--- config.mk ---
export PLATFORM = sky130hd
export DESIGN_NAME = peer_learning_table_fanout_flat
export DESIGN_NICKNAME = d
export VERILOG_FILES = /design/src/hdl/plt_pkg.sv /design/src/hdl/plt_req_if.sv /design/src/hdl/plt_rsp_if.sv /design/src/hdl/plt_ram.sv /design/src/hdl/peer_learning_table_fanout.sv /design/src/flat_wrapper.sv
export SDC_FILE = /design/constraint.sdc
export NUM_CORES = 1
export LEC_CHECK = 0
export BUFFER_PORTS_ARGS = -buffer_cell sky130_fd_sc_hd__buf_2
export CAP_MARGIN = 15
export CORE_ASPECT_RATIO = 1.5
export CORE_MARGIN = 2
export CORE_UTILIZATION = 40
export DETAILED_ROUTE_END_ITERATION = 12
export HOLD_SLACK_MARGIN = 0.08
export PLACE_DENSITY_LB_ADDON = 0.1
export SETUP_SLACK_MARGIN = 0.3
export SLEW_MARGIN = 20
export SYNTH_ARGS = -nofsm -noshare
export SYNTH_HDL_FRONTEND = slang
export SYNTH_SLANG_ARGS = --single-unit
--- constraint.sdc ---
create_clock -name clock -period 8.45 [get_ports clock]
set_clock_uncertainty 0.05 [all_clocks]
set_input_delay 0.845 -clock clock [delete_from_list [all_inputs] [get_ports clock]]
set_output_delay 0.845 -clock clock [all_outputs]
set_load 0.01 [all_outputs]
--- src/hdl/plt_pkg.sv ---
// Shared types and fixed widths for the peer learning table.
// No dependencies; the interfaces, the top level and the bench import this package.
`timescale 1ns / 1ps

package plt_pkg;

   localparam int IP_W       = 32;
   localparam int PORT_W     = 16;
   localparam int FID_W      = 29;
   localparam int AGE_W      = 8;
   localparam int SLOT_OUT_W = 4;
   localparam int STATUS_W   = 2;

   localparam logic [AGE_W-1:0] AGE_MAX       = {AGE_W{1'b1}};
   localparam logic [AGE_W-1:0] TIMEOUT_RESET = AGE_W'(10);

   localparam logic REQ_PACKET = 1'b0;
   localparam logic REQ_TICK   = 1'b1;

   typedef enum logic [STATUS_W-1:0] {
      STATUS_FORWARD   = 2'd0,
      STATUS_KEEPALIVE = 2'd1,
      STATUS_FULL      = 2'd2,
      STATUS_NO_PEER   = 2'd3
   } status_type;

   typedef enum logic [2:0] {
      S_IDLE,
      S_AGE,
      S_LOOKUP,
      S_COMMIT,
      S_SINGLE,
      S_FANOUT
   } state_type;

endpackage

--- src/hdl/plt_req_if.sv ---
// Request channel: packet or tick beats into the peer table.
// Depends on plt_pkg for field widths.
`timescale 1ns / 1ps

interface plt_req_if import plt_pkg::*; ();
   logic              valid;
   logic              ready;
   logic              req_type;
   logic [IP_W-1:0]   src_ip;
   logic [PORT_W-1:0] src_port;
   logic [FID_W-1:0]  frame_id;

   modport source (output valid, req_type, src_ip, src_port, frame_id, input ready);
   modport sink   (input valid, req_type, src_ip, src_port, frame_id, output ready);
endinterface

--- src/hdl/plt_rsp_if.sv ---
// Response channel: forward and status beats out of the peer table.
// Depends on plt_pkg for field widths.
`timescale 1ns / 1ps

interface plt_rsp_if import plt_pkg::*; ();
   logic                  valid;
   logic                  ready;
   logic [STATUS_W-1:0]   status;
   logic [SLOT_OUT_W-1:0] dest_slot;
   logic [IP_W-1:0]       dest_ip;
   logic [PORT_W-1:0]     dest_port;
   logic [FID_W-1:0]      out_frame_id;
   logic [SLOT_OUT_W-1:0] sender_slot;
   logic                  last;

   modport source (output valid, status, dest_slot, dest_ip, dest_port, out_frame_id,
                   sender_slot, last, input ready);
   modport sink   (input valid, status, dest_slot, dest_ip, dest_port, out_frame_id,
                   sender_slot, last, output ready);
endinterface

--- src/hdl/plt_ram.sv ---
// Generic simple dual-port RAM, one write and one registered read port.
// No dependencies.
`timescale 1ns / 1ps

module plt_ram #(
   parameter int WIDTH = 8,
   parameter int DEPTH = 16
) (
   input  logic                     clock,
   input  logic                     wr_en,
   input  logic [$clog2(DEPTH)-1:0] wr_addr,
   input  logic [WIDTH-1:0]         wr_data,
   input  logic                     rd_en,
   input  logic [$clog2(DEPTH)-1:0] rd_addr,
   output logic [WIDTH-1:0]         rd_data
);

   logic [WIDTH-1:0] mem_ff [DEPTH];
   logic [WIDTH-1:0] rd_data_ff;

   always_ff @(posedge clock) begin
      if (wr_en) begin
         mem_ff[wr_addr] <= wr_data;
      end
      // hold the last read word while rd_en is low
      if (rd_en) begin
         rd_data_ff <= mem_ff[rd_addr];
      end
   end

   assign rd_data = rd_data_ff;

endmodule

--- src/hdl/peer_learning_table_fanout.sv ---
// Top level of the peer learning table: lookup, learning, aging and fan-out.
// Depends on plt_pkg, plt_req_if, plt_rsp_if and plt_ram.
//
//   Channel   Dir   Handshake            Carries
//   req_ch    in    valid/ready          req_type, src_ip, src_port, frame_id
//   rsp_ch    out   valid/ready          status, dest_*, out_frame_id, sender_slot, last
//   csr_*     in    csr_we, no wait      timeout_ticks
//
// One item at a time. A tick sweeps the age RAM, one slot a cycle.
// A packet scans the entry RAM for its sender, stopping early on a hit, then commits.
// For a live frame with other peers it then walks the entry RAM once more, one slot a
// cycle while the output takes beats, for the fan-out; otherwise it sends one status beat.
// Output stalls hold the walk. Reset is synchronous and clears the valid marks at once,
// so there is no clearing pass. A new item is taken while the final beat still waits.
`timescale 1ns / 1ps

module peer_learning_table_fanout
   import plt_pkg::*;
#(
   parameter int NUM_SLOTS = 16
) (
   input  logic             clock,
   input  logic             reset,
   plt_req_if.sink          req_ch,
   plt_rsp_if.source        rsp_ch,
   input  logic             csr_we,
   input  logic [AGE_W-1:0] csr_wdata
);

   localparam int SLOT_W  = $clog2(NUM_SLOTS);
   localparam int CNT_W   = $clog2(NUM_SLOTS + 1);
   localparam int ENTRY_W = IP_W + PORT_W;
   localparam logic [CNT_W-1:0] CNT_END = CNT_W'(NUM_SLOTS);

   state_type state_ff, state_in;

   logic [AGE_W-1:0]     timeout_ff;
   logic [NUM_SLOTS-1:0] valid_ff, valid_in;
   logic [CNT_W-1:0]     cnt_ff, cnt_in;
   logic                 stage_ff, stage_in;
   logic [SLOT_W-1:0]    idx_ff, idx_in;
   logic                 found_ff, found_in;
   logic [SLOT_W-1:0]    me_ff, me_in;
   logic                 free_found_ff, free_found_in;
   logic [SLOT_W-1:0]    free_ff, free_in;
   status_type           single_ff, single_in;

   logic [IP_W-1:0]      ip_ff;
   logic [PORT_W-1:0]    port_ff;
   logic [FID_W-1:0]     fid_ff;

   logic                  rsp_valid_ff;
   status_type            rsp_status_ff;
   logic [SLOT_OUT_W-1:0] rsp_dest_slot_ff;
   logic [IP_W-1:0]       rsp_dest_ip_ff;
   logic [PORT_W-1:0]     rsp_dest_port_ff;
   logic [FID_W-1:0]      rsp_fid_ff;
   logic [SLOT_OUT_W-1:0] rsp_sender_ff;
   logic                  rsp_last_ff;

   // RAM ports
   logic               age_we, age_re;
   logic [SLOT_W-1:0]  age_waddr;
   logic [AGE_W-1:0]   age_wdata, age_rdata;
   logic               ent_we, ent_re;
   logic [SLOT_W-1:0]  ent_waddr;
   logic [ENTRY_W-1:0] ent_wdata, ent_rdata;
   logic [SLOT_W-1:0]  rd_idx;

   // datapath helpers
   logic               accept, out_free, issue, scan_done;
   logic               hit, is_dest, consume, more_dest, any_other;
   logic [SLOT_W-1:0]  me_sel;
   logic [AGE_W-1:0]   age_inc;
   logic               expire;
   logic [NUM_SLOTS-1:0] me_oh, sel_oh, above;

   logic               emit;
   status_type         emit_status;
   logic [SLOT_OUT_W-1:0] emit_dest_slot, emit_sender;
   logic [IP_W-1:0]    emit_ip;
   logic [PORT_W-1:0]  emit_port;
   logic [FID_W-1:0]   emit_fid;
   logic               emit_last;

   plt_ram #(.WIDTH(AGE_W), .DEPTH(NUM_SLOTS)) u_age_ram (
      .clock   (clock),
      .wr_en   (age_we),
      .wr_addr (age_waddr),
      .wr_data (age_wdata),
      .rd_en   (age_re),
      .rd_addr (rd_idx),
      .rd_data (age_rdata)
   );

   plt_ram #(.WIDTH(ENTRY_W), .DEPTH(NUM_SLOTS)) u_entry_ram (
      .clock   (clock),
      .wr_en   (ent_we),
      .wr_addr (ent_waddr),
      .wr_data (ent_wdata),
      .rd_en   (ent_re),
      .rd_addr (rd_idx),
      .rd_data (ent_rdata)
   );

   assign rd_idx    = cnt_ff[SLOT_W-1:0];
   assign accept    = req_ch.valid && req_ch.ready;
   assign out_free  = !rsp_valid_ff || rsp_ch.ready;
   assign scan_done = (cnt_ff == CNT_END);
   assign me_sel    = found_ff ? me_ff : free_ff;

   always_comb begin
      for (int k = 0; k < NUM_SLOTS; k++) begin
         me_oh[k]  = (SLOT_W'(k) == me_ff);
         sel_oh[k] = (SLOT_W'(k) == me_sel);
         above[k]  = (CNT_W'(k) > CNT_W'(idx_ff));
      end
   end

   assign hit       = stage_ff && valid_ff[idx_ff] && (ent_rdata == {ip_ff, port_ff});
   assign is_dest   = valid_ff[idx_ff] && (idx_ff != me_ff);
   assign more_dest = |(valid_ff & ~me_oh & above);
   assign any_other = |(valid_ff & ~sel_oh);
   assign consume   = stage_ff && (!is_dest || out_free);
   assign age_inc   = (age_rdata == AGE_MAX) ? AGE_MAX : age_rdata + AGE_W'(1);
   assign expire    = age_inc > timeout_ff;

   // next state
   always_comb begin
      state_in = state_ff;
      unique case (state_ff)
         S_IDLE: begin
            if (accept) begin
               state_in = (req_ch.req_type == REQ_TICK) ? S_AGE : S_LOOKUP;
            end
         end
         S_AGE: begin
            if (scan_done) state_in = S_IDLE;
         end
         S_LOOKUP: begin
            if (hit || scan_done) state_in = S_COMMIT;
         end
         S_COMMIT: begin
            if (!found_ff && !free_found_ff) state_in = S_SINGLE;
            else if (fid_ff == '0)           state_in = S_SINGLE;
            else if (!any_other)             state_in = S_SINGLE;
            else                             state_in = S_FANOUT;
         end
         S_SINGLE: begin
            if (out_free) state_in = S_IDLE;
         end
         S_FANOUT: begin
            if (scan_done && (!stage_ff || consume)) state_in = S_IDLE;
         end
         default: state_in = S_IDLE;
      endcase
   end

   // datapath control
   always_comb begin
      req_ch.ready   = (state_ff == S_IDLE);
      issue          = 1'b0;
      cnt_in         = '0;
      stage_in       = 1'b0;
      idx_in         = idx_ff;
      found_in       = found_ff;
      me_in          = me_ff;
      free_found_in  = free_found_ff;
      free_in        = free_ff;
      single_in      = single_ff;
      valid_in       = valid_ff;
      age_re         = 1'b0;
      age_we         = 1'b0;
      age_waddr      = idx_ff;
      age_wdata      = '0;
      ent_re         = 1'b0;
      ent_we         = 1'b0;
      ent_waddr      = free_ff;
      ent_wdata      = {ip_ff, port_ff};
      emit           = 1'b0;
      emit_status    = single_ff;
      emit_dest_slot = '0;
      emit_ip        = '0;
      emit_port      = '0;
      emit_fid       = '0;
      emit_sender    = SLOT_OUT_W'({{SLOT_OUT_W{1'b0}}, me_ff});
      emit_last      = 1'b1;

      unique case (state_ff)
         S_IDLE: begin
            found_in      = 1'b0;
            free_found_in = 1'b0;
         end
         S_AGE: begin
            issue    = !scan_done;
            age_re   = issue;
            stage_in = issue;
            idx_in   = issue ? rd_idx : idx_ff;
            cnt_in   = issue ? cnt_ff + CNT_W'(1) : cnt_ff;
            if (stage_ff && valid_ff[idx_ff]) begin
               age_we    = 1'b1;
               age_wdata = expire ? '0 : age_inc;
               if (expire) valid_in[idx_ff] = 1'b0;
            end
         end
         S_LOOKUP: begin
            issue    = !scan_done && !hit;
            ent_re   = issue;
            stage_in = issue;
            idx_in   = issue ? rd_idx : idx_ff;
            cnt_in   = issue ? cnt_ff + CNT_W'(1) : cnt_ff;
            if (hit) begin
               found_in = 1'b1;
               me_in    = idx_ff;
            end
            if (stage_ff && !valid_ff[idx_ff] && !free_found_ff) begin
               free_found_in = 1'b1;
               free_in       = idx_ff;
            end
         end
         S_COMMIT: begin
            if (!found_ff && !free_found_ff) begin
               single_in = STATUS_FULL;
               me_in     = '0;
            end else begin
               me_in            = me_sel;
               valid_in[me_sel] = 1'b1;
               ent_we           = !found_ff;
               age_we           = 1'b1;
               age_waddr        = me_sel;
               single_in        = (fid_ff == '0) ? STATUS_KEEPALIVE : STATUS_NO_PEER;
            end
         end
         S_SINGLE: begin
            emit = out_free;
         end
         S_FANOUT: begin
            issue          = !scan_done && (!stage_ff || consume);
            ent_re         = issue;
            stage_in       = issue || (stage_ff && !consume);
            idx_in         = issue ? rd_idx : idx_ff;
            cnt_in         = issue ? cnt_ff + CNT_W'(1) : cnt_ff;
            emit           = stage_ff && is_dest && out_free;
            emit_status    = STATUS_FORWARD;
            emit_dest_slot = SLOT_OUT_W'({{SLOT_OUT_W{1'b0}}, idx_ff});
            emit_ip        = ent_rdata[ENTRY_W-1:PORT_W];
            emit_port      = ent_rdata[PORT_W-1:0];
            emit_fid       = fid_ff;
            emit_last      = !more_dest;
         end
         default: begin
         end
      endcase
   end

   always_ff @(posedge clock) begin
      if (reset) begin
         state_ff      <= S_IDLE;
         timeout_ff    <= TIMEOUT_RESET;
         valid_ff      <= '0;
         cnt_ff        <= '0;
         stage_ff      <= 1'b0;
         found_ff      <= 1'b0;
         free_found_ff <= 1'b0;
         rsp_valid_ff  <= 1'b0;
      end else begin
         state_ff      <= state_in;
         valid_ff      <= valid_in;
         cnt_ff        <= cnt_in;
         stage_ff      <= stage_in;
         found_ff      <= found_in;
         free_found_ff <= free_found_in;
         if (csr_we) timeout_ff <= csr_wdata;
         if (emit) begin
            rsp_valid_ff <= 1'b1;
         end else if (rsp_ch.ready) begin
            rsp_valid_ff <= 1'b0;
         end
      end
   end

   // payload registers
   always_ff @(posedge clock) begin
      idx_ff    <= idx_in;
      me_ff     <= me_in;
      free_ff   <= free_in;
      single_ff <= single_in;
      if (accept) begin
         ip_ff   <= req_ch.src_ip;
         port_ff <= req_ch.src_port;
         fid_ff  <= req_ch.frame_id;
      end
      if (emit) begin
         rsp_status_ff    <= emit_status;
         rsp_dest_slot_ff <= emit_dest_slot;
         rsp_dest_ip_ff   <= emit_ip;
         rsp_dest_port_ff <= emit_port;
         rsp_fid_ff       <= emit_fid;
         rsp_sender_ff    <= emit_sender;
         rsp_last_ff      <= emit_last;
      end
   end

   assign rsp_ch.valid        = rsp_valid_ff;
   assign rsp_ch.status       = rsp_status_ff;
   assign rsp_ch.dest_slot    = rsp_dest_slot_ff;
   assign rsp_ch.dest_ip      = rsp_dest_ip_ff;
   assign rsp_ch.dest_port    = rsp_dest_port_ff;
   assign rsp_ch.out_frame_id = rsp_fid_ff;
   assign rsp_ch.sender_slot  = rsp_sender_ff;
   assign rsp_ch.last         = rsp_last_ff;

endmodule

--- src/flat_wrapper.sv ---
// flat-port wrapper written by rule: the top's interface ports become plain ports
module peer_learning_table_fanout_flat import plt_pkg::*;
#(
   parameter int NUM_SLOTS = 16
)
  (clock, reset, csr_we, csr_wdata, req_ch_valid, req_ch_req_type, req_ch_src_ip, req_ch_src_port, req_ch_frame_id, req_ch_ready, rsp_ch_valid, rsp_ch_status, rsp_ch_dest_slot, rsp_ch_dest_ip, rsp_ch_dest_port, rsp_ch_out_frame_id, rsp_ch_sender_slot, rsp_ch_last, rsp_ch_ready);
  plt_req_if req_ch_i ();
  plt_rsp_if rsp_ch_i ();
  input  logic clock;
  input  logic reset;
  input  logic csr_we;
  input  logic [AGE_W-1:0] csr_wdata;
  input wire logic [$bits(req_ch_i.valid)-1:0] req_ch_valid;
  input wire logic [$bits(req_ch_i.req_type)-1:0] req_ch_req_type;
  input wire logic [$bits(req_ch_i.src_ip)-1:0] req_ch_src_ip;
  input wire logic [$bits(req_ch_i.src_port)-1:0] req_ch_src_port;
  input wire logic [$bits(req_ch_i.frame_id)-1:0] req_ch_frame_id;
  output wire logic [$bits(req_ch_i.ready)-1:0] req_ch_ready;
  output wire logic [$bits(rsp_ch_i.valid)-1:0] rsp_ch_valid;
  output wire logic [$bits(rsp_ch_i.status)-1:0] rsp_ch_status;
  output wire logic [$bits(rsp_ch_i.dest_slot)-1:0] rsp_ch_dest_slot;
  output wire logic [$bits(rsp_ch_i.dest_ip)-1:0] rsp_ch_dest_ip;
  output wire logic [$bits(rsp_ch_i.dest_port)-1:0] rsp_ch_dest_port;
  output wire logic [$bits(rsp_ch_i.out_frame_id)-1:0] rsp_ch_out_frame_id;
  output wire logic [$bits(rsp_ch_i.sender_slot)-1:0] rsp_ch_sender_slot;
  output wire logic [$bits(rsp_ch_i.last)-1:0] rsp_ch_last;
  input wire logic [$bits(rsp_ch_i.ready)-1:0] rsp_ch_ready;
  assign req_ch_i.valid = req_ch_valid;
  assign req_ch_i.req_type = req_ch_req_type;
  assign req_ch_i.src_ip = req_ch_src_ip;
  assign req_ch_i.src_port = req_ch_src_port;
  assign req_ch_i.frame_id = req_ch_frame_id;
  assign req_ch_ready = req_ch_i.ready;
  assign rsp_ch_valid = rsp_ch_i.valid;
  assign rsp_ch_status = rsp_ch_i.status;
  assign rsp_ch_dest_slot = rsp_ch_i.dest_slot;
  assign rsp_ch_dest_ip = rsp_ch_i.dest_ip;
  assign rsp_ch_dest_port = rsp_ch_i.dest_port;
  assign rsp_ch_out_frame_id = rsp_ch_i.out_frame_id;
  assign rsp_ch_sender_slot = rsp_ch_i.sender_slot;
  assign rsp_ch_last = rsp_ch_i.last;
  assign rsp_ch_i.ready = rsp_ch_ready;
  peer_learning_table_fanout #(.NUM_SLOTS(NUM_SLOTS)) u_core (.clock(clock), .reset(reset), .req_ch(req_ch_i), .rsp_ch(rsp_ch_i), .csr_we(csr_we), .csr_wdata(csr_wdata));
endmodule
Word-level counts from Yosys, hierarchy flattened
Memories as Yosys holds them, arrays and structs flattened. A register that Yosys moved wholly into a read port is not among the register bits.
Index checks and enable logic that the tools add are counted.

storage, ports and cells
  bits in writable memories = 896
  bits in registers = 215
  memories = 2
  output and inout port bits = 90
  input bits = 91

operators by class
  eq/ne operators = 52
  multiplexer cells = 58
  reductions and logical operators = 50
  bitwise operators = 8
  $add $sub $neg = 2
  $lt $le $gt $ge = 20

memory list
  name                       words  width  read ports  clocked after Yosys merged registers in  wr ports  line           source
  u_core.u_entry_ram.mem_ff  16     48     1           1                                        1         plt_ram.sv:18  logic [WIDTH-1:0] mem_ff [DEPTH];
  u_core.u_age_ram.mem_ff    16     8      1           1                                        1         plt_ram.sv:18

operator list
  operator              count
  $and A16 B16 Y16      4
  $eq A4 B4 Y1 const A  16
  $eq A48 B48 Y1        1
  $mux W16              3
  $not A16 Y16          3
  $eq A3 B4 Y1 const A  8
  $gt A4 B4 Y1 const A  8
  $mux W4               8
  $mux W8               4
  $pmux W16 S2          1
  $reduce_or A16 Y1     2
  $logic_not A29 Y1     1
  $mux W3               7
  $ne A2 B1 Y1 const B  10
  $pmux W3 S6           1
  $mux W1               17
  $eq A2 B4 Y1 const A  4
  $gt A3 B4 Y1 const A  4
  $logic_and A1 B1 Y1   16
  $or A16 B16 Y16       1
  $mux W5               3
  $pmux W5 S3           1
  $pmux W4 S3           1
  $logic_not A1 Y1      10
  30 further kinds      56

Longest topological paths before layout
Gate-level depths: netlist of the first run.

  word-level depth = 10
  gate-level depth with buffers = 14
  gate-level depth less buffers = 13

By module
Synthesis of the first run repeated with hierarchy kept, for this count alone.

unflattened totals
  cell total of the unflattened synthesis = 2242
  area, all modules = 45023.2 um^2

modules (own cells, without submodules)
  module                         cells an instance  times used  area an instance (um^2)  sequential area each (um^2)
  plt_ram at u_core.u_entry_ram  1242               1           30171.4                  24503.5
  peer_learning_table_fanout     771                1           9624.2                   6095.8
  plt_ram at u_core.u_age_ram    229                1           5227.5                   4083.9

Worst setup path after synthesis of the first run
Ideal clock, no wire load.

  path kind = flip-flop to flip-flop
  start point = register u_core.idx_ff[3]
  end point = register u_core.rsp_dest_ip_ff[0], in the netlist u_core.rsp_ch.dest_ip[0], enable pin
  path slack = 2.482 ns
  path buffers = 1
  library setup time = 0.536 ns
  arrival time = 5.382 ns
  data required time = 7.864 ns
  stages on the path, launching flop included = 9
  cells stage by stage = edfxtp_1 > buf_6 > mux2_2 > a2bb2oi_1 > a32o_2 > or2b_1 > nand2_1 > nand3_1 > nor2_1

between the ends
  cells in the longest elaborated chain, start to end = 6
  elaborated cells between the ends (all ways) = 7

RTL lines
  item                                 line                               source
  from (decl)                          peer_learning_table_fanout.sv:41   logic [SLOT_W-1:0] idx_ff, idx_in;
  from (signal assigned)               peer_learning_table_fanout.sv:284  idx_ff <= idx_in;
  $bmux W1 S4                          peer_learning_table_fanout.sv:121  assign is_dest = valid_ff[idx_ff] && (idx_ff != me_ff);
  $mux W1 (implied by the code)        peer_learning_table_fanout.sv:121
  $logic_and A1 B1 Y1 *                peer_learning_table_fanout.sv:121
  $logic_and A1 B1 Y1 * (2 in series)  peer_learning_table_fanout.sv:243  emit = stage_ff && is_dest && out_free;
  $pmux W1 S2 *                        peer_learning_table_fanout.sv:189  unique case (state_ff)
  via u_core.emit                      peer_learning_table_fanout.sv:78   logic emit;
  to (signal assigned)                 peer_learning_table_fanout.sv:296  rsp_dest_ip_ff <= emit_ip;
  to (decl)                            peer_learning_table_fanout.sv:55   logic [IP_W-1:0] rsp_dest_ip_ff;

Mark *: on every way through the listed nets, which the timed path passes. The rest lies on a longest branch. The select of a mux whose other input is x is not followed.
A chain may end at the register's enable or synchronous reset.

Final worst setup path of the first run
  start point = register u_core.u_age_ram.rd_data_ff[2], in the netlist u_core.u_age_ram.rd_data[2], read port of u_core.u_age_ram.mem_ff
  end point = memory u_core.u_age_ram.mem_ff[96][5], in the netlist u_core.u_age_ram.mem_ff[12][5] (data pin)

between the ends
  cells in the longest elaborated chain, start to end = 6
  elaborated cells between the ends (all ways) = 7

RTL lines
  item                                           line                               source
  from (decl)                                    plt_ram.sv:19                      logic [WIDTH-1:0] rd_data_ff;
  $add A8 B1 Y8 or $eq A8 B8 Y1 (tied branches)  peer_learning_table_fanout.sv:125  assign age_inc = (age_rdata == AGE_MAX) ? AGE_MAX : age_rdata + AGE_W'(1);
  $mux W8 *                                      peer_learning_table_fanout.sv:125
  $gt A8 B8 Y1                                   peer_learning_table_fanout.sv:126  assign expire = age_inc > timeout_ff;
  $mux W8 *                                      peer_learning_table_fanout.sv:202  age_wdata = expire ? '0 : age_inc;
  $mux W8 *                                      peer_learning_table_fanout.sv:200  if (stage_ff && valid_ff[idx_ff]) begin
  $mux W8 *                                      peer_learning_table_fanout.sv:189
  via u_core.age_wdata[5]                        peer_learning_table_fanout.sv:64   logic [AGE_W-1:0] age_wdata, age_rdata;
  to (decl)                                      plt_ram.sv:18

Mark *: on every way through the listed nets, which the timed path passes. The rest lies on a longest branch.

==> reports/summary.json, run 1 <==
{
  "final-setup-viol-count": 0,
  "via_count_of_the_first_global_routing_pass": 23400,
  "number_of_gates_given_a_new_drive_strength_after_cts": 0,
  "clock_power_share_pct": 35.7,
  "grt-ovfl-total": 0,
  "multi_input_comb_area_um2": 10100,
  "holdBufCountCts": 0,
  "detailed_place.area_um2": 47900,
  "yosys.cell_count.top_type": "sky130_fd_sc_hd__edfxtp_1",
  "drt-total-wl_mm": 119,
  "design_area_um2": 51700,
  "dp_slack_ns": 4.41,
  "synth-async-reset-ratio_pct": 0,
  "p_switching_w": 0.00371,
  "worstPathArrival_ns": 4.30,
  "slew-limit-headroom_pct": 25.5,
  "final_period_minus_worst_setup_slack_ns": 4.02,
  "area_delta_synth_final_pct": 14.6,
  "outcome": "finished clean",
  "firstDrtPassIters": 5,
  "crit_path_max_fanout": 16,
  "row_count": 150,
  "cts_buffers": 111,
  "power.share.sequential_pct": 51.3,
  "timing.setup.tns_ns": 0,
  "post_drt_wl_per_cell_um": 30.3,
  "p_leak_nw": 15.9,
  "gpl.final_weighted_congestion": 0.844,
  "worst_pin_slew_ns": 1.12,
  "remaining_drc_errors": 0,
  "chipWidth_um": 278,
  "drive_above_1_share_pct": 29.6,
  "synth_sequential_area_ratio_pct": 76.9,
  "synthesis.instances": 2146,
  "post_drt_via_cell_ratio": 5.61,
  "finalCritPeriodShare_pct": 47.5,
  "tritoncts_num_sinks": 1167,
  "netlist-cell-type-count": 70,
  "ff_latch_area_um2": 34700,
  "initial_core_util_pct": 40.4,
  "share_of_yosys_cell_area_claimed_by_the_top_area_cell_type_pct": 75.3,
  "timing.final.ws_setup_ns": 4.43,
  "synth_enable_flop_cells": 1131,
  "synthesis.area_um2": 45100,
  "yosys_most_used_dff": "sky130_fd_sc_hd__edfxtp_1",
  "top_cells_by_area_in_the_synthesized_netlist": "sky130_fd_sc_hd__edfxtp_1, sky130_fd_sc_hd__mux4_2, sky130_fd_sc_hd__dfxtp_1, sky130_fd_sc_hd__and3_1, sky130_fd_sc_hd__xnor2_1",
  "report.final.slew_viol_count": 0,
  "hold_path.class": "in -> reg",
  "post_synth.cell_area_avg_um2": 21.0,
  "die_area_um2": 116000,
  "die_h_um": 415,
  "worst_vdd_drop_mv": 0.251,
  "grt_use_total_pct": 20.6,
  "tritoncts": "built",
  "timing.max_cap.violations": 0,
  "clock_path_buffers": 3,
  "ys_ff_latch": 1167,
  "yosysWarnings": 0,
  "coreArea_um2": 112000,
  "filler_cell_count": 9279,
  "p_int_w": 0.0107,
  "postSynthNetCount": 2248,
  "nets": 2474,
  "power_per_cell_area_nw_per_um2": 279,
  "num_antenna_cells": 0,
  "cts.clk_slew.worst_paths_ns": 0.07,
  "maxClockFrequency_ghz": 0.249,
  "rsz0062_at_grt": "false",
  "antenna_found_initial": 2,
  "grt_pass1_wl_mm": 169,
  "vias": 21900,
  "timing.setup.critical_path_class": "reg -> reg",
  "buffers_inserted_by_post_cts_timing_repair": 0,
  "post_synth_most_frequent_cells": "sky130_fd_sc_hd__edfxtp_1, sky130_fd_sc_hd__mux4_2, sky130_fd_sc_hd__and3_1, sky130_fd_sc_hd__nor2_1, sky130_fd_sc_hd__clkbuf_1",
  "ios": 181,
  "drc_marker_count_from_the_first_detailed_route_iteration": 2027,
  "detailed_place_hpwl_mm": 66.3,
  "pin_count_of_the_biggest_net_entering_global_routing": 112,
  "root_buffer": "sky130_fd_sc_hd__clkbuf_16",
  "clock_tree.htree_level_count": 3,
  "buffer_ports.inserted": 180,
  "clock_insertion_delay_worst_skew_ns": 0.72,
  "timing.final.hold_violations": 0,
  "power.switching_fraction_pct": 25.8,
  "comb_power_share_pct": 13.0,
  "start_kind": "register",
  "top_cell_type_by_total_area_after_synthesis": "sky130_fd_sc_hd__edfxtp_1",
  "antenna_violating_nets_post_route": 0,
  "critPathRequiredTime_ns": 8.73,
  "worstSetupEndpointType": "register"
}
## critical path, stage by stage (launching register included)
cell and delay [ns]:
sky130_fd_sc_hd__edfxtp_1 0.39, sky130_fd_sc_hd__and3_1 0.18, sky130_fd_sc_hd__and2_1 0.22, sky130_fd_sc_hd__nand4_1 0.26, sky130_fd_sc_hd__nand2b_1 0.18, sky130_fd_sc_hd__ha_1 0.25, sky130_fd_sc_hd__nor2b_1 0.14, sky130_fd_sc_hd__o21a_1 0.16
sky130_fd_sc_hd__o21a_1 0.16, sky130_fd_sc_hd__o21bai_1 0.27, sky130_fd_sc_hd__a21oi_1 0.14, sky130_fd_sc_hd__nand2b_1 0.32, sky130_fd_sc_hd__a21oi_1 0.92
## layout by cell type (no fill, tap or decap), types with 10 or more instances in the layout
| master | instances |
|---|---|
| sky130_fd_sc_hd__bufinv_16 | 16 |
| sky130_fd_sc_hd__mux2i_1 | 10 |
| sky130_fd_sc_hd__nand2b_1 | 13 |
| sky130_fd_sc_hd__clkinv_2 | 26 |
| sky130_fd_sc_hd__nor2b_1 | 14 |
| sky130_fd_sc_hd__buf_4 | 41 |
| sky130_fd_sc_hd__clkinv_1 | 20 |
| sky130_fd_sc_hd__mux4_2 | 281 |
| sky130_fd_sc_hd__a31oi_1 | 10 |
| sky130_fd_sc_hd__nor3_1 | 13 |
| sky130_fd_sc_hd__ha_1 | 11 |
| sky130_fd_sc_hd__edfxtp_1 | 1131 |
| sky130_fd_sc_hd__and3_1 | 81 |
| sky130_fd_sc_hd__clkbuf_1 | 16 |
| sky130_fd_sc_hd__buf_2 | 180 |
| sky130_fd_sc_hd__dfxtp_1 | 31 |
| sky130_fd_sc_hd__clkbuf_16 | 113 |
| sky130_fd_sc_hd__o21ai_0 | 20 |
| sky130_fd_sc_hd__nor4_1 | 10 |
| sky130_fd_sc_hd__nand2_1 | 50 |
| sky130_fd_sc_hd__a21oi_1 | 31 |
| sky130_fd_sc_hd__xnor2_1 | 48 |
| sky130_fd_sc_hd__nand3_1 | 17 |
| sky130_fd_sc_hd__nor2_1 | 67 |
| sky130_fd_sc_hd__nor2_4 | 13 |
| sky130_fd_sc_hd__inv_1 | 29 |
| sky130_fd_sc_hd__nand4_1 | 21 |
## through the flow
step                total power [W]  std cells  hold WS (ns)  utilization, %
floorplan                   0.00865       2146         0.356               -
global placement            0.00942       3702         0.428            42.9
detailed placement          0.00946       3702         0.440            42.9
CTS                          0.0146       3912         0.202            46.3
global route                 0.0149       3913         0.224            46.3
finish                       0.0144       3913         0.251            46.3
## layout make-up
cell class,count,share of cell area [%]
Sequential cell,1167,67.1
Tap cell,1444,3.49
Clock buffer,129,5.59
Inverter,29,0.211
Clock inverter,81,1.70
Multi-Input combinational cell,840,19.5
Timing Repair Buffer,223,2.43
## kinds of logic (layout without fill, tap and decap cells)
kind of cell             after synthesis  count (layout)  synth area share, %
AO/OA/AOI/OAI                        140             140                 2.17
XOR/XNOR                              54              54                 1.05
adder cells (fa/ha/maj)               11              11                0.305
buffers and inverters                139             462                 1.18
flip-flops                          1167            1167                 76.9
multiplexers                         301             301                 14.5
AND/OR/NAND/NOR                      334             334                 3.90
## metal layers
metal	vias to the layer above	wire length [µm]	GRT usage (%)	share of wire, %
met5	-	13	0	0.011
met4	2	2520	5.77	2.1
met3	139	4960	2.65	4.2
met2	599	64000	37.5	54
met1	11900	47000	25.8	40
li1	9350	-	-	-
## worst paths after layout
| path | slack, ns | cells past startpoint | from | endpoint |
|---|---|---|---|---|
| setup / recovery | 4.43 | 12 | u_core.u_age_ram.rd_data[2] | u_core.u_age_ram.mem_ff[12][5] |
| hold / removal | 0.25 | 1 | req_ch_src_ip[20] | u_core.ip_ff[20] |
| setup reg to reg | 4.43 | 12 | u_core.u_age_ram.rd_data[2] | u_core.u_age_ram.mem_ff[12][5] |
| hold reg to reg | 0.46 | 2 | u_core.cnt_ff[4] | u_core.cnt_ff[4] |
## power groups by stage
stage / sequential (W) / combinational, W / clock, W
after floorplan: 0.00727 / 0.00139 / 0
after global placement: 0.00750 / 0.00192 / 0
after detailed placement: 0.00752 / 0.00194 / 0
after CTS: 0.00740 / 0.00194 / 0.00527
after global routing: 0.00746 / 0.00202 / 0.00546
final: 0.00740 / 0.00187 / 0.00514
## state kept, by name, summed over array words and instances, names as in the netlist, 3 cells and up
register and flops:
u_core.u_entry_ram.mem_ff 768, u_core.rsp_ch.sender_slot 4, u_core.ip_ff 32, u_core.rsp_ch.dest_slot 4, u_core.valid_ff 16, u_core.ent_waddr 4
u_core.idx_ff 4, u_core.u_entry_ram.rd_data 48, u_core.port_ff 16, u_core.cnt_ff 5, u_core.u_age_ram.rd_data 8, u_core.state_ff 3
u_core.u_age_ram.mem_ff 128, u_core.rsp_ch.dest_port 16, u_core.rsp_ch.out_frame_id 29, u_core.timeout_ff 8, u_core.rsp_ch.dest_ip 32, u_core.emit_sender 4
u_core.fid_ff 29
Note: power is estimated with default switching activity, not from simulation.
==> inputs of run 2 (changes only) <==
==> constraint.sdc (replaced) <==
create_clock -name clock -period 3.4 [get_ports clock]
set_clock_uncertainty 0.05 [all_clocks]
set_input_delay 0.34 -clock clock [delete_from_list [all_inputs] [get_ports clock]]
set_output_delay 0.34 -clock clock [all_outputs]
set_load 0.01 [all_outputs]
==> run 2 against run 1 <==
  * Count of clock-buffer cells in the layout up 6
  * Setup slack got worse by 4.0 ns
  * Clock power increased by 140%
  * Highest routed layer is now met4
  * Final area is 5.2% higher
==> reports/summary.json, run 2 (same netlist as run 1, synthesis figures left out) <==
{
  "antenna_violating_nets_post_route": {"value": 0, "change": "unchanged"},
  "die_h": {"value": 415, "unit": "µm", "change": "unchanged"},
  "remaining_drc_errors": {"value": 0, "change": "unchanged"},
  "initial_core_util": {"value": 40.4, "unit": "%", "change": "unchanged"},
  "post_drt_wl_per_cell": {"value": 29.0, "unit": "µm", "change": "-4.4%"},
  "timing.final.hold_violations": {"value": 0, "change": "unchanged"},
  "critical_path.top_delay_family": "compound AO/OA/AOI/OAI gates",
  "start_kind": "register",
  "grt-ovfl-total": {"value": 0, "change": "unchanged"},
  "grt_pass1_wl": {"value": 173, "unit": "mm", "change": "+2.1%"},
  "final-setup-viol-count": {"value": 0, "change": "unchanged"},
  "slew-limit-headroom": {"value": 30.2, "unit": "%", "change": "+4.6 points"},
  "cts_buffers": {"value": 110, "change": "-0.90%"},
  "root_buffer": "sky130_fd_sc_hd__clkbuf_16",
  "hold_path.class": "in -> reg",
  "post_drt_via_cell_ratio": {"value": 5.57, "change": "-0.78%"},
  "nets": {"value": 2705, "change": "+9.3%"},
  "firstDrtPassIters": {"value": 5, "change": "unchanged"},
  "die_area": {"value": 116000, "unit": "µm²", "change": "unchanged"},
  "timing.setup.tns": {"value": 0, "unit": "ns", "change": "unchanged"},
  "clock_path_buffers": {"value": 3, "change": "unchanged"},
  "outcome": "finished clean",
  "pin_count_of_the_biggest_net_entering_global_routing": {"value": 61, "change": "-46%"},
  "regMostFlops": "u_core.u_entry_ram.mem_ff",
  "critPathRequiredTime": {"value": 3.97, "unit": "ns", "change": "-4.76 ns"},
  "layout.cells.non_filler": {"value": 4133, "change": "+5.6%"},
  "rsz0062_at_grt": "false",
  "row_count": {"value": 150, "change": "unchanged"},
  "report.final.slew_viol_count": {"value": 0, "change": "unchanged"},
  "worstSetupEndpointType": "register",
  "worst_vdd_drop": {"value": 0.453, "unit": "mV", "change": "+80%"},
  "gpl.final_weighted_congestion": {"value": 0.877, "change": "+3.9%"},
  "drive_above_1_share": {"value": 32.4, "unit": "%", "change": "+2.7 points"},
  "buffer_ports.inserted": {"value": 180, "change": "unchanged"},
  "maxClockFrequency": {"value": 0.332, "unit": "GHz", "change": "+33%"},
  "cp.buffers_inverters": {"value": 1, "change": "+1"},
  "detailed_place_hpwl": {"value": 70.8, "unit": "mm", "change": "+6.8%"},
  "cts.clk_slew.worst_paths": {"value": 0.06, "unit": "ns", "change": "about the same"},
  "area_delta_synth_final_pct": 20.6,
  "power_per_cell_area": {"value": 663, "unit": "nW/µm²", "change": "+140%"},
  "antenna_found_initial": {"value": 0, "change": "-2"},
  "vias": {"value": 23000, "change": "+4.8%"},
  "p_leak": {"value": 17.1, "unit": "nW", "change": "+7.7%"},
  "drc_marker_count_from_the_first_detailed_route_iteration": {"value": 2077, "change": "+2.5%"},
  "cp_slowest_cell": "sky130_fd_sc_hd__edfxtp_1",
  "tritoncts": "built",
  "critical-path-max-stage-delay": {"value": 0.60, "unit": "ns", "change": "-0.32 ns"},
  "worstPathArrival": {"value": 3.59, "unit": "ns", "change": "-0.71 ns"},
  "via_count_of_the_first_global_routing_pass": {"value": 24200, "change": "+3.5%"},
  "chipWidth": {"value": 278, "unit": "µm", "change": "unchanged"},
  "clock_tree.htree_level_count": {"value": 3, "change": "unchanged"},
  "grt_use_total": {"value": 20.9, "unit": "%", "change": "+0.25 points"},
  "placedCellCount": {"value": 3802, "change": "+2.7%"},
  "timing.setup.critical_path_class": "reg -> reg",
  "clock_insertion_delay_worst_skew": {"value": 0.71, "unit": "ns", "change": "about the same"},
  "path_cells": "xnor2_1, nand4_1, nor4_4, buf_4, a41o_1, a21oi_1, o41a_1, a211oi_2",
  "layout_common_cells": "sky130_fd_sc_hd__edfxtp_1, sky130_fd_sc_hd__mux4_2, sky130_fd_sc_hd__buf_2",
  "hold-worst-slack": {"value": 0.265, "unit": "ns", "change": "+0.0137 ns"},
  "layout.cells.most_common": "sky130_fd_sc_hd__edfxtp_1",
  "worst_pin_slew": {"value": 1.04, "unit": "ns", "change": "-0.0806 ns"},
  "tritoncts_num_sinks": {"value": 1167, "change": "unchanged"},
  "timing.max_cap.violations": {"value": 0, "change": "unchanged"},
  "coreArea": {"value": 112000, "unit": "µm²", "change": "unchanged"},
  "largest_reg_flops": {"value": 768, "change": "unchanged"},
  "crit_path_max_fanout": {"value": 17, "change": "+1"},
  "ios": {"value": 181, "change": "unchanged"},
  "drt-total-wl": {"value": 120, "unit": "mm", "change": "+1.0%"},
  "final_period_minus_worst_setup_slack": {"value": 3.01, "unit": "ns", "change": "-1.00 ns"},
  "finalCritPeriodShare": {"value": 88.6, "unit": "%", "change": "+41 points"}
}
-- run 2: changes by cell type in the layout (fill, tap and decap cells not counted), sizes merged --
cell and delta:
buf +132, bufbuf +1, bufinv -5, clkbuf +7, clkinv -10, clkinvlp -3
diode +1, dlygate4sd3 +98, inv -1
-- run 2: report_power, final --
group	switching, W	leakage (nW)	internal [W]	total, W
clock	0.00539	1.72	0.00689	0.0123
sequential	0.000964	10.2	0.0171	0.0181
combinational	0.00302	5.17	0.00270	0.00572
total	0.00937	17.1	0.0267	0.0361
-- run 2: stage by stage --
step | power [W] | area, µm² | utilization (%) | setup slack, ns
after CTS | 0.0364 | 54100 | 48.4 | 0.256
after detailed placement | 0.0239 | 49400 | 44.2 | -0.735
after global routing | 0.0374 | 54400 | 48.7 | 0.251
after global placement | 0.0238 | 49400 | 44.2 | -0.608
final | 0.0361 | 54400 | 48.7 | 0.386
after floorplan | 0.0215 | 45200 | - | -0.379
-- run 2: final cells by class --
type	instances	area (µm²)
diodes	1	2.50
clock buffers	135	2890
clock inverters	62	667
fillers	9123	57300
inverters	29	109
multi-input cells	840	10300
flip-flops and latches	1167	34700
well taps	1444	1810
repair buffers	455	3940
-- run 2: tightest hold or removal path, delay by kind of cell --
family / cells / cell delay [ns]
AO/OA/AOI/OAI: 2 / 0.17
buffers and inverters: 2 / 0.27
AND/OR/NAND/NOR: 2 / 0.18
-- run 2: what timing repair did --
action	in CTS	in global routing
hold endpoints to repair	97	0
resized for setup	12	21
pin swaps	4	11
hold buffers	98	0
buffers inserted	12	21
cloned	1	1
setup endpoints to repair	206	146
-- run 2: final timing paths --
path                                  startpoint            endpoint  cells after the start  slack, ns
worst max-delay path             u_core.ip_ff[3]  u_core.state_ff[1]                      8       0.39
worst min-delay path                req_ch_valid  u_core.state_ff[1]                      6       0.27
worst max register to register   u_core.ip_ff[3]  u_core.state_ff[1]                      8       0.39
worst min register to register  u_core.cnt_ff[4]    u_core.cnt_ff[4]                      2       0.43
-- run 2: metal layers --
layer | share of wire, % | global-route usage [%] | vias to the layer above
li1 | - | - | 9816
met1 | 40 | 26.6 | 12400
met2 | 54 | 37.8 | 616
met3 | 4.1 | 2.43 | 138
met4 | 1.9 | 5.19 | 0
met5 | 0 | 0 | -
